`src/hdl/bse_pkg.sv`:
```
`timescale 1ns / 1ps
// ----------------------------------------------------------------------------
// bse_pkg
// Shared types and constants of the bubble sort engine.
// ----------------------------------------------------------------------------
package bse_pkg;

    localparam int VALUE_W           = 32;
    localparam int DEFAULT_MAX_ITEMS = 32;

    typedef enum logic [1:0] {
        ST_LOAD,
        ST_SORT,
        ST_DRAIN
    } bse_state_t;

    typedef enum logic [1:0] {
        CELL_HOLD,
        CELL_LOAD,
        CELL_SORT,
        CELL_SHIFT
    } bse_cell_op_t;

    typedef struct packed {
        bse_cell_op_t op;
        logic         phase;
    } bse_cell_ctl_t;

endpackage

```
`src/hdl/bse_cell.sv`:
```
`timescale 1ns / 1ps
// ----------------------------------------------------------------------------
// bse_cell
// One element slot of the sort chain: load, odd-even compare-exchange with
// its neighbors, or shift toward the head during the drain.
// ----------------------------------------------------------------------------
module bse_cell #(
    parameter int MAX_ITEMS = bse_pkg::DEFAULT_MAX_ITEMS,
    parameter int IDX       = 0,
    parameter int CNT_W     = $clog2(MAX_ITEMS + 1)
) (
    input  logic                                 aclk,
    input  bse_pkg::bse_cell_ctl_t               ctl,
    input  logic [CNT_W-1:0]                     count,
    input  logic signed [bse_pkg::VALUE_W-1:0]   load_val,
    input  logic signed [bse_pkg::VALUE_W-1:0]   left_val,
    input  logic                                 left_gt,
    input  logic signed [bse_pkg::VALUE_W-1:0]   right_val,
    output logic signed [bse_pkg::VALUE_W-1:0]   val_out,
    output logic                                 gt_out
);
    import bse_pkg::*;

    localparam logic             IS_ODD   = 1'(IDX % 2);
    localparam logic [CNT_W-1:0] MY_IDX   = CNT_W'(IDX);
    localparam logic [CNT_W-1:0] NEXT_IDX = CNT_W'(IDX + 1);
    localparam logic             HAS_LEFT = (IDX > 0);

    logic signed [VALUE_W-1:0] val_reg;
    logic signed [VALUE_W-1:0] val_next;
    logic                      left_role;

    assign val_out   = val_reg;
    assign gt_out    = val_reg > right_val;
    assign left_role = (IS_ODD == ctl.phase);

    always_comb begin
        val_next = val_reg;
        case (ctl.op)
            CELL_LOAD: begin
                if (count == MY_IDX) begin
                    val_next = load_val;
                end
            end
            CELL_SORT: begin
                if (left_role) begin
                    if ((NEXT_IDX < count) && gt_out) begin
                        val_next = right_val;
                    end
                end else if (HAS_LEFT && (MY_IDX < count) && left_gt) begin
                    val_next = left_val;
                end
            end
            CELL_SHIFT: begin
                val_next = right_val;
            end
            default: begin
                val_next = val_reg;
            end
        endcase
    end

    always_ff @(posedge aclk) begin
        val_reg <= val_next;
    end

endmodule

```
`src/hdl/bse_ctrl.sv`:
```
`timescale 1ns / 1ps
// ----------------------------------------------------------------------------
// bse_ctrl
// Sequencer: load beats, odd-even sort phases, drain beats.
// ----------------------------------------------------------------------------
module bse_ctrl #(
    parameter int MAX_ITEMS = bse_pkg::DEFAULT_MAX_ITEMS,
    parameter int CNT_W     = $clog2(MAX_ITEMS + 1)
) (
    input  logic                   aclk,
    input  logic                   aresetn,
    input  logic                   s_valid,
    input  logic                   s_last,
    output logic                   s_ready,
    output logic                   m_valid,
    input  logic                   m_ready,
    output logic                   m_last_res,
    output logic                   m_dropped,
    output bse_pkg::bse_cell_ctl_t ctl,
    output logic [CNT_W-1:0]       count
);
    import bse_pkg::*;

    localparam logic [CNT_W-1:0] MAX_CNT = CNT_W'(MAX_ITEMS);
    localparam logic [CNT_W-1:0] ONE     = CNT_W'(1);

    bse_state_t       state_reg, state_next;
    logic [CNT_W-1:0] count_reg, count_next;
    logic [CNT_W-1:0] phase_reg, phase_next;
    logic             ovf_reg, ovf_next;
    logic             full;

    assign full       = (count_reg == MAX_CNT);
    assign count      = count_reg;
    assign s_ready    = (state_reg == ST_LOAD);
    assign m_valid    = (state_reg == ST_DRAIN);
    assign m_last_res = (count_reg == ONE);
    assign m_dropped  = ovf_reg;

    always_ff @(posedge aclk) begin
        if (!aresetn) begin
            state_reg <= ST_LOAD;
            count_reg <= '0;
            phase_reg <= '0;
            ovf_reg   <= 1'b0;
        end else begin
            state_reg <= state_next;
            count_reg <= count_next;
            phase_reg <= phase_next;
            ovf_reg   <= ovf_next;
        end
    end

    always_comb begin
        state_next = state_reg;
        count_next = count_reg;
        phase_next = phase_reg;
        ovf_next   = ovf_reg;
        ctl.op     = CELL_HOLD;
        ctl.phase  = phase_reg[0];
        case (state_reg)
            ST_LOAD: begin
                if (s_valid) begin
                    if (full) begin
                        ovf_next = 1'b1;
                    end else begin
                        ctl.op     = CELL_LOAD;
                        count_next = count_reg + ONE;
                    end
                    if (s_last) begin
                        phase_next = '0;
                        state_next = ST_SORT;
                    end
                end
            end
            ST_SORT: begin
                ctl.op     = CELL_SORT;
                phase_next = phase_reg + ONE;
                if ((phase_reg + ONE) >= count_reg) begin
                    state_next = ST_DRAIN;
                end
            end
            ST_DRAIN: begin
                if (m_ready) begin
                    ctl.op     = CELL_SHIFT;
                    count_next = count_reg - ONE;
                    if (count_reg == ONE) begin
                        ovf_next   = 1'b0;
                        state_next = ST_LOAD;
                    end
                end
            end
            default: begin
                state_next = ST_LOAD;
            end
        endcase
    end

`ifndef SYNTH
    a_one_side: assert property (@(posedge aclk) disable iff (!aresetn)
        !(s_ready && m_valid))
        else $error("load and drain active together");

    a_count_range: assert property (@(posedge aclk) disable iff (!aresetn)
        count_reg <= MAX_CNT)
        else $error("element count beyond capacity");

    a_drain_nonempty: assert property (@(posedge aclk) disable iff (!aresetn)
        (state_reg == ST_DRAIN) |-> (count_reg != '0))
        else $error("drain with empty store");

    a_sort_phase: assert property (@(posedge aclk) disable iff (!aresetn)
        (state_reg == ST_SORT) |-> (phase_reg < count_reg))
        else $error("sort phase beyond element count");

    a_end_of_run: assert property (@(posedge aclk) disable iff (!aresetn)
        (m_valid && m_ready && m_last_res) |=> (s_ready && count_reg == '0 && !ovf_reg))
        else $error("run did not clear after final beat");
`endif

endmodule

```
`src/hdl/bubble_sort_engine_top.sv`:
```
`timescale 1ns / 1ps
// A set of n stored values takes n load beats, then n odd-even sort phases
// (n >= 1), then n drain beats; m_valid rises once the last sort phase has
// ended. Drain beats wait on m_ready. One set at a time: no new value is
// taken until the final result beat of a set has drained.
// Reset (aresetn, synchronous, active low) empties the store and clears the
// dropped flag; cell contents are not reset.
// ----------------------------------------------------------------------------
// bubble_sort_engine_top
// Collects signed values, sorts them ascending in a chain of cells and
// replays them, flagging values dropped beyond capacity.
// ----------------------------------------------------------------------------
module bubble_sort_engine_top #(
    parameter int MAX_ITEMS = bse_pkg::DEFAULT_MAX_ITEMS
) (
    input  logic                               aclk,
    input  logic                               aresetn,
    input  logic                               s_valid,
    output logic                               s_ready,
    input  logic signed [bse_pkg::VALUE_W-1:0] s_value,
    input  logic                               s_last,
    output logic                               m_valid,
    input  logic                               m_ready,
    output logic signed [bse_pkg::VALUE_W-1:0] m_value_res,
    output logic                               m_last_res,
    output logic                               m_dropped
);
    import bse_pkg::*;

    localparam int CNT_W = $clog2(MAX_ITEMS + 1);

    bse_cell_ctl_t             ctl;
    logic [CNT_W-1:0]          count;
    logic signed [VALUE_W-1:0] cell_val [MAX_ITEMS];
    logic                      cell_gt  [MAX_ITEMS];

    bse_ctrl #(
        .MAX_ITEMS (MAX_ITEMS),
        .CNT_W     (CNT_W)
    ) u_ctrl (
        .aclk       (aclk),
        .aresetn    (aresetn),
        .s_valid    (s_valid),
        .s_last     (s_last),
        .s_ready    (s_ready),
        .m_valid    (m_valid),
        .m_ready    (m_ready),
        .m_last_res (m_last_res),
        .m_dropped  (m_dropped),
        .ctl        (ctl),
        .count      (count)
    );

    for (genvar i = 0; i < MAX_ITEMS; i++) begin : g_cell
        logic signed [VALUE_W-1:0] left_val;
        logic                      left_gt;
        logic signed [VALUE_W-1:0] right_val;

        if (i == 0) begin : g_head
            assign left_val = '0;
            assign left_gt  = 1'b0;
        end else begin : g_mid
            assign left_val = cell_val[i-1];
            assign left_gt  = cell_gt[i-1];
        end

        if (i == MAX_ITEMS - 1) begin : g_tail
            assign right_val = '0;
        end else begin : g_next
            assign right_val = cell_val[i+1];
        end

        bse_cell #(
            .MAX_ITEMS (MAX_ITEMS),
            .IDX       (i),
            .CNT_W     (CNT_W)
        ) u_cell (
            .aclk      (aclk),
            .ctl       (ctl),
            .count     (count),
            .load_val  (s_value),
            .left_val  (left_val),
            .left_gt   (left_gt),
            .right_val (right_val),
            .val_out   (cell_val[i]),
            .gt_out    (cell_gt[i])
        );
    end

    assign m_value_res = cell_val[0];

endmodule

```
`config.mk`:
```
export PLATFORM = sky130hd
export DESIGN_NAME = bubble_sort_engine_top
export DESIGN_NICKNAME = d
export VERILOG_FILES = /design/src/hdl/bse_pkg.sv /design/src/hdl/bse_cell.sv /design/src/hdl/bse_ctrl.sv /design/src/hdl/bubble_sort_engine_top.sv
export SDC_FILE = /design/constraint.sdc
export NUM_CORES = 2
export LEC_CHECK = 0
export ABC_CLOCK_PERIOD_IN_PS = 14000
export BUFFER_PORTS_ARGS = -buffer_cell sky130_fd_sc_hd__buf_2
export CAP_MARGIN = 10
export CORE_ASPECT_RATIO = 0.75
export CORE_UTILIZATION = 60
export DETAILED_ROUTE_END_ITERATION = 10
export GPL_TIMING_DRIVEN = 0
export PLACE_DENSITY = 0.83
export RECOVER_POWER = 100
export SLEW_MARGIN = 20
export SYNTH_ARGS = -nofsm -noshare
export SYNTH_HDL_FRONTEND = slang
export SYNTH_SLANG_ARGS = --single-unit
export TNS_END_PERCENT = 50
```
`constraint.sdc`:
```
create_clock -name aclk -period 14 [get_ports aclk]
set_clock_uncertainty 0.1 [all_clocks]
set_input_delay 2.8 -clock aclk [delete_from_list [all_inputs] [get_ports aclk]]
set_output_delay 2.8 -clock aclk [all_outputs]
set_load 0.005 [all_outputs]
```
# Word-level counts from Yosys, hierarchy flattened

Cells that the tools add are included.

Register bits: 1,039
Bits of input ports: 37
Output and inout bits: 36
Logic and storage cells: 468

Add/sub/neg operators: 3
Order comparisons: 65
Equal/unequal tests: 110
Muxes and demuxes: 181
Reduce and logical (&&, ||, !) cells: 73

Operators with widths:

| operator                                                   | count |
|---|---|
| 2-to-1 mux 32 bit                                          | 127 |
| case mux 32 bit (3 select lines)                           | 32 |
| > comparator 32 bit                                        | 31 |
| AND reduction 4 bit                                        | 33 |
| equality test 6 x 5 -> 1 bit (second input constant)       | 16 |
| less-than comparator 5 x 6 -> 1 bit (first input constant) | 16 |
| != test 3 x 2 -> 1 bit (second input constant)             | 32 |
| != test 2 x 1 -> 1 bit (second input constant)             | 37 |
| equality test 6 x 4 -> 1 bit (second input constant)       | 8 |
| less-than comparator 4 x 6 -> 1 bit (first input constant) | 8 |
| > comparator 32 x 1 -> 1 bit (second input constant)       | 1 |
| logical AND 1 bit                                          | 32 |
| 2-to-1 mux 6 bit                                           | 5 |
| equality test 6 x 3 -> 1 bit (second input constant)       | 4 |
| less-than comparator 3 x 6 -> 1 bit (first input constant) | 4 |
| case mux 6 bit (2 select lines)                            | 2 |
| 2-to-1 mux 2 bit                                           | 7 |
| adder 6 x 1 -> 6 bit (second input constant)               | 2 |
| equality test 6 x 2 -> 1 bit (second input constant)       | 2 |
| less-than comparator 2 x 6 -> 1 bit (first input constant) | 2 |
| case mux 2 bit (3 select lines)                            | 2 |
| AND reduction 5 bit                                        | 2 |
| != test 2 bit (second input constant)                      | 4 |
| equality test 2 bit (second input constant)                | 3 |
| 14 further kinds                                           | 20 |

# Depth between registers and ports, before layout

Depth after elaboration: 7
Mapped depth: 12
Depth with buffers taken out: 10

# By module

From an unflattened synthesis, not the netlist that was laid out.

Cells, all modules: 9,158
Area total of the unflattened synthesis: 81,080.3 µm²

Modules (own cells, without submodules):

| module                           | instances | cells each | area each (µm²) | sequential area each (µm²) |
|---|---|---|---|---|
| bse_cell (g_cell[20].u_cell ...) | 2         | 302        | 2,496.1         | 960.9 |
| bse_cell (g_cell[27].u_cell)     | 1         | 271        | 2,553.7         | 960.9 |
| bse_cell (g_cell[21].u_cell)     | 1         | 269        | 2,551.2         | 960.9 |
| bse_cell (g_cell[15].u_cell)     | 1         | 274        | 2,546.2         | 960.9 |
| bse_cell (g_cell[1].u_cell)      | 1         | 272        | 2,541.2         | 960.9 |
| bse_cell (g_cell[7].u_cell)      | 1         | 273        | 2,541.2         | 960.9 |
| bse_cell (g_cell[11].u_cell)     | 1         | 273        | 2,534.9         | 960.9 |
| bse_cell (g_cell[13].u_cell)     | 1         | 270        | 2,532.4         | 960.9 |
| bse_cell (g_cell[17].u_cell)     | 1         | 271        | 2,529.9         | 960.9 |
| bse_cell (g_cell[3].u_cell)      | 1         | 273        | 2,528.7         | 960.9 |
| bse_cell (g_cell[23].u_cell)     | 1         | 269        | 2,527.4         | 960.9 |
| bse_cell (g_cell[9].u_cell)      | 1         | 268        | 2,524.9         | 960.9 |
| bse_cell (g_cell[30].u_cell)     | 1         | 301        | 2,523.7         | 960.9 |
| bse_cell (g_cell[19].u_cell)     | 1         | 270        | 2,517.4         | 960.9 |
| 19 more rows                     | --        | --         | --              | -- |

# Least setup slack after synthesis

Ideal clock, no wire load.

Kind: in2reg
From: input port s_valid
To: register g_cell[8].u_cell.val_reg[0], enable pin
Library setup time: 0.468 ns
Arrival: 6.051 ns
Required time: 13.432 ns
Setup slack: 7.381 ns
Cell stages on the path: 6
Path buffers: 0
Cell sequence: nand2_1 > a21oi_4 > nor2_2 > or4b_1 > nand3_1 > nor3b_1

Word-level cells in the longest chain between the ends: 5
Elaborated cells between the ends (all ways): 10
Those cells by class: eq/ne (6); mux (2); reduce/logical (2)

RTL lines:

| element                                                                    | RTL line                     | text |
|---|---|---|
| start, declared                                                            | bubble_sort_engine_top.sv:18 | `input logic s_valid,` |
| 2-to-1 mux 2 bit *                                                         | bse_ctrl.sv:63               | `if (s_valid) begin` |
| case mux 2 bit (3 select lines) *                                          | bse_ctrl.sv:61               | `case (state_reg)` |
| equality test 2 bit / equality test 2 x 1 -> 1 bit (equally long branches) | bse_cell.sv:39               | `case (ctl.op)` |
| != test 3 x 2 -> 1 bit (no line) (tied with other cells)                   | --                           |  |
| AND reduction 4 bit (no line) *                                            | --                           |  |
| end signal, assigned                                                       | bse_cell.sv:64               | `val_reg <= val_next;` |
| end, declared                                                              | bse_cell.sv:29               | `logic signed [VALUE_W-1:0] val_reg;` |

Every way passes the cells marked *; elsewhere a longest branch is shown, timed or not.
A chain may end at the register's enable or synchronous reset.

# Final worst setup path

From: input port s_valid
To: register g_cell[19].u_cell.val_reg[16], enable pin

Word-level cells in the longest chain between the ends: 5
Elaborated cells between the ends (all ways): 10
Those cells by class: eq/ne (6); mux (2); reduce/logical (2)

RTL lines:

| element                                                                    | RTL line |
|---|---|
| 2-to-1 mux 2 bit *                                                         | bse_ctrl.sv:63 |
| case mux 2 bit (3 select lines) *                                          | bse_ctrl.sv:61 |
| equality test 2 bit / equality test 2 x 1 -> 1 bit (equally long branches) | bse_cell.sv:39 |
| != test 3 x 2 -> 1 bit (no line) (tied with other cells)                   | -- |
| AND reduction 4 bit (no line) *                                            | -- |
| end signal, assigned                                                       | bse_cell.sv:64 |
| end, declared                                                              | bse_cell.sv:29 |

Marked as above.

==> implementation parameters <==
Parameter                              Value

Status
  Run status ... complete, but fails checks
  Violations in the final reports ... design-rule violations, max-capacitance violations, max-slew violations

Route
  Routed metal-1 wire length ... 113 mm
  Initial DRC Count ... about 12000
  Vias per inst ... 7.07
  Wire length on met2 ... between 100 and 150 mm
  Wire length per cell after detailed routing ... 33.0 µm
  Number of remaining DRC errors ... 1
  Residual antenna-violating net count after detailed routing ... 0
  Routed WL ... roughly 300 mm
  Vias after detailed routing ... 64500
  Met3 wire length ... roughly 56 mm
  Top Metal Used ... met5
  Number of optimization iterations in the first detailed-route pass ... 11

Global route
  Vias in the first global route ... 60900
  GRT Residual Overflow ... 0
  Global-route wire length before repair ... 420 mm
  Overall routing resource usage ... 0.498
  Number of antenna violations at the first check in global routing ... 28
  Largest net degree at the start of global routing ... 19

CTS
  Clock latency on the worst-skew pair ... about 760 ps
  Number of gates resized after cts ... 0
  Number of buffers added for setup after CTS ... 0
  Number of buffers created by CTS ... 109
  Clock transition at path regs ... roughly 60 ps
  Clock Tree Buf Depth ... 3
  CTS tree ... yes
  Cell chosen for the clock root ... clkbuf_16
  Sinks on Clock Net ... 1039
  H-tree levels ... 3
  Post-CTS Hold Fix Bufs ... 0

Synthesis
  Gate Count Post-Synth ... 7224
  Flip-flop and latch count after synthesis ... just over 1000
  Mean instance size in the synthesized netlist ... 9.64 µm²
  Sequential share of the synthesized area ... 0.446
  Main synth FF type ... edfxtp_1
  Post-synth cell types ... 85
  Post-Syn Nets ... 8264
  Yosys Warn Count ... 0
  Area leader, netlist ... edfxtp_1
  Largest cells by area after synthesis ... edfxtp_1 44%, ha_1 18%, a21oi_1 9.7%
  Async S/R FF share, synth ... 0
  Combined area of all synthesized cells ... about 70000 µm²
  Number of synthesized flops with an enable pin ... 1024
  Share of Yosys cell area claimed by the top area cell type ... 0.441

Finish
  Final-layout fill cell count ... approximately 9300
  Final #Nets ... ~8500
  Number of flip-flops in the largest register ... 1024
  Final core utilization ... 0.663
  Non-Filler Cell Area, Final ... 75800 µm²
  Number of standard cells in the final layout excluding fillers ... 9122
  Syn-to-layout area delta ... 8.77%
  Fraction of final layout cells sized beyond drive strength 1 ... 0.0354

Power and ir drop
  LEAKAGE ... ~32 nW
  Final total power ... 11.0 mW
  Int Pwr ... between 6 and 7 mW
  Max rail drop VDD ... about 0.12 mV
  Register share of total power ... 0.413
  Part of the power in combinational logic ... 0.314
  Clock network fraction of total power ... 0.273
  Switching power of the nets ... 4.22 mW
  Power density cells ... 145 nW/µm²
  Proportion of total power due to net switching ... 0.383

Worst setup path
  Path type of the worst setup path ... primary input to flop
  Stage delay of the slowest cell on the critical path ... 1320 ps
  Levels on crit path ... 10
  Top fanout value on the critical path ... 10
  Reg2Reg Launch Point ... u_ctrl.count[1]
  CP bufs+invs ... 4
  Arrival time reported for the critical path endpoint ... 8960 ps
  Endpoint of the most critical register-to-register path ... g_cell[19].u_cell.val_out[16]
  Nature of the critical path startpoint ... primary input
  Cell type group with the largest total delay on the critical path ... simple AND/OR/NAND/NOR gates
  Crit path cell chain ... clkbuf_1 > nand2_1 > a21oi_1 > nor2_1 > clkbuf_1 > nor2_1 > a21oi_1 > nor3_1 > clkbuf_1 > clkbuf_1
  Crit path required time ... 14290 ps
  Worst setup path startpoint ... s_valid
  Reg-to-reg slack, setup ... 6390 ps
  Number of cell instances on the worst register-to-register path ... 13
  Crit path capture type ... flop
  Slowest stage cell on the critical path ... nor3_1
  Most frequent cell on the critical path ... clkbuf_1

Place
  Routability congestion estimate ... approximately 1.1
  Standard cell area after detailed placement ... 73200 µm²
  Post-DP HPWL ... 244 mm
  IO buf count ... between 70 and 80
  Number of instances in the placed design ... 8909
  Place WS ... between 7000 and 8000 ps

Timing
  Setup_tns ... 0 ps
  Final hold violation count ... 0
  Transition at the pin with the smallest max-transition slack ... 2870 ps
  Maximum clock frequency ... 115 MHz
  Number of setup violations in the final report ... 0
  Post-layout min period ... between 8000 and 9000 ps
  Min Hold Slack ... 436 ps
  Portion of the clock cycle consumed by the worst path in the final layout ... 0.619
  Unrepaired setup endpoints after global routing ... false
  Final max-slew violation count ... 155
  Max transition margin ... -0.937
  Final worst-path setup slack ... 5330 ps

Die
  Die extent in x ... approximately 400 µm
  Initial core utilization ... 0.609
  Top Ports ... 73
  Die Y-Extent ... 297 µm
  Die area ... 117000 µm²
  Core area ... approximately 110000 µm²
  FP Rows ... between 100 and 150

Hold path
  Capture endpoint of the worst hold path ... u_ctrl.state_reg[0]
  Min-Delay Path Class ... flop to flop
  Launch point of the worst hold path ... u_ctrl.state_reg[0]
  Depth of the worst hold-timing path ... 1

Job
  Maximum Capacitance Violations ... 15
## synthesized netlist by cell type (14+ instances only)
| library cell | count |
|---|---|
| a2111oi_0 | 18 |
| a211oi_1 | 40 |
| a21boi_0 | 15 |
| a21o_1 | 162 |
| a21oi_1 | 1357 |
| a221o_1 | 41 |
| a221oi_1 | 17 |
| a31oi_1 | 22 |
| and3_1 | 41 |
| and4_1 | 14 |
| buf_1 | 30 |
| buf_2 | 128 |
| clkbuf_1 | 215 |
| dfxtp_1 | 15 |
| edfxtp_1 | 1024 |
| ha_1 | 1003 |
| inv_1 | 1019 |
| nand2_1 | 224 |
| nand3_1 | 109 |
| nand4_1 | 211 |
| nor2_1 | 103 |
| nor2b_1 | 40 |
| nor3_1 | 53 |
| nor4_1 | 47 |
| o211ai_1 | 36 |
| o21ai_0 | 1033 |
## routing by layer
| layer | up-vias | GRT usage |
|---|---|---|
| met5 | - | 0.0223 |
| met4 | 28 | 0.224 |
| met3 | 847 | 0.235 |
| met2 | 5668 | 0.655 |
| met1 | 30800 | 0.684 |
| li1 | 27200 | - |
## worst max-delay path by stage
stage	end	slack [ps]
after floorplan	g_cell[8].u_cell.val_out[0]	7380
after global placement	g_cell[24].u_cell.val_out[3]	4110
after detailed placement	g_cell[19].u_cell.val_out[17]	7610
after CTS	m_last_res	8290
after global routing	g_cell[30].u_cell.val_out[19]	5820
final	g_cell[19].u_cell.val_out[16]	5330
## placed cells by master (no fill, tap or decap), types with 9 or more instances in the layout
cell type and n:
a21oi_1 1358, o21ai_0 1035, edfxtp_1 1024, inv_1 1019
ha_1 1003, clkbuf_1 456, nand2_1 225, nand4_1 211
a21o_1 162, clkbuf_16 112, nand3_1 109, nor2_1 104
buf_2 65, nor3_1 52, and3_1 41, a221o_1 41
a211oi_1 41, nor2b_1 40, o211ai_1 36, clkinv_1 27
nor4_1 27, a31oi_1 22, diode_2 20, nor4_2 20
buf_1 19, a221oi_1 17, a21boi_0 16, clkbuf_2 15
dfxtp_1 15, and4_1 14, a2111oi_0 12, clkinv_2 12
xnor2_1 11, nor3b_1 11, nand2b_1 10, o21a_1 10
bufinv_16 10, or3_1 9
## kinds of logic after synthesis
group                    count (synthesis)  synth area share
XOR/XNOR                                19           0.00239
multiplexers                             8           0.00119
adder cells (fa/ha/maj)               1003             0.180
buffers and inverters                 1395            0.0776
AND/OR/NAND/NOR                        915            0.0691
flip-flops                            1039             0.446
AO/OA/AOI/OAI                         2845             0.224
## layout make-up
| class | instances | area [µm²] | area share |
|---|---|---|---|
| Multi-Input combinational cell | 4790 | 33300 | 0.440 |
| Sequential cell | 1039 | 31000 | 0.410 |
| Inverter | 1020 | 3830 | 0.0505 |
| Clock buffer | 142 | 2930 | 0.0386 |
| Tap cell | 1526 | 1910 | 0.0252 |
| Buffer | 375 | 1440 | 0.0190 |
| Timing Repair Buffer | 159 | 727 | 0.00959 |
| Clock inverter | 51 | 507 | 0.00669 |
| Antenna cell | 20 | 50.0 | 0.000661 |
## power groups by stage
stage / clock [mW] / sequential [mW] / combinational (mW)
after floorplan: 0 / 4.41 / 2.00
after global placement: 0 / 4.61 / 3.06
after global routing: 3.06 / 4.58 / 3.69
final: 3.00 / 4.55 / 3.46
after detailed placement: 0 / 4.56 / 3.33
after CTS: 2.95 / 4.50 / 3.36
No activity file was read; power rests on OpenSTA's default activity.
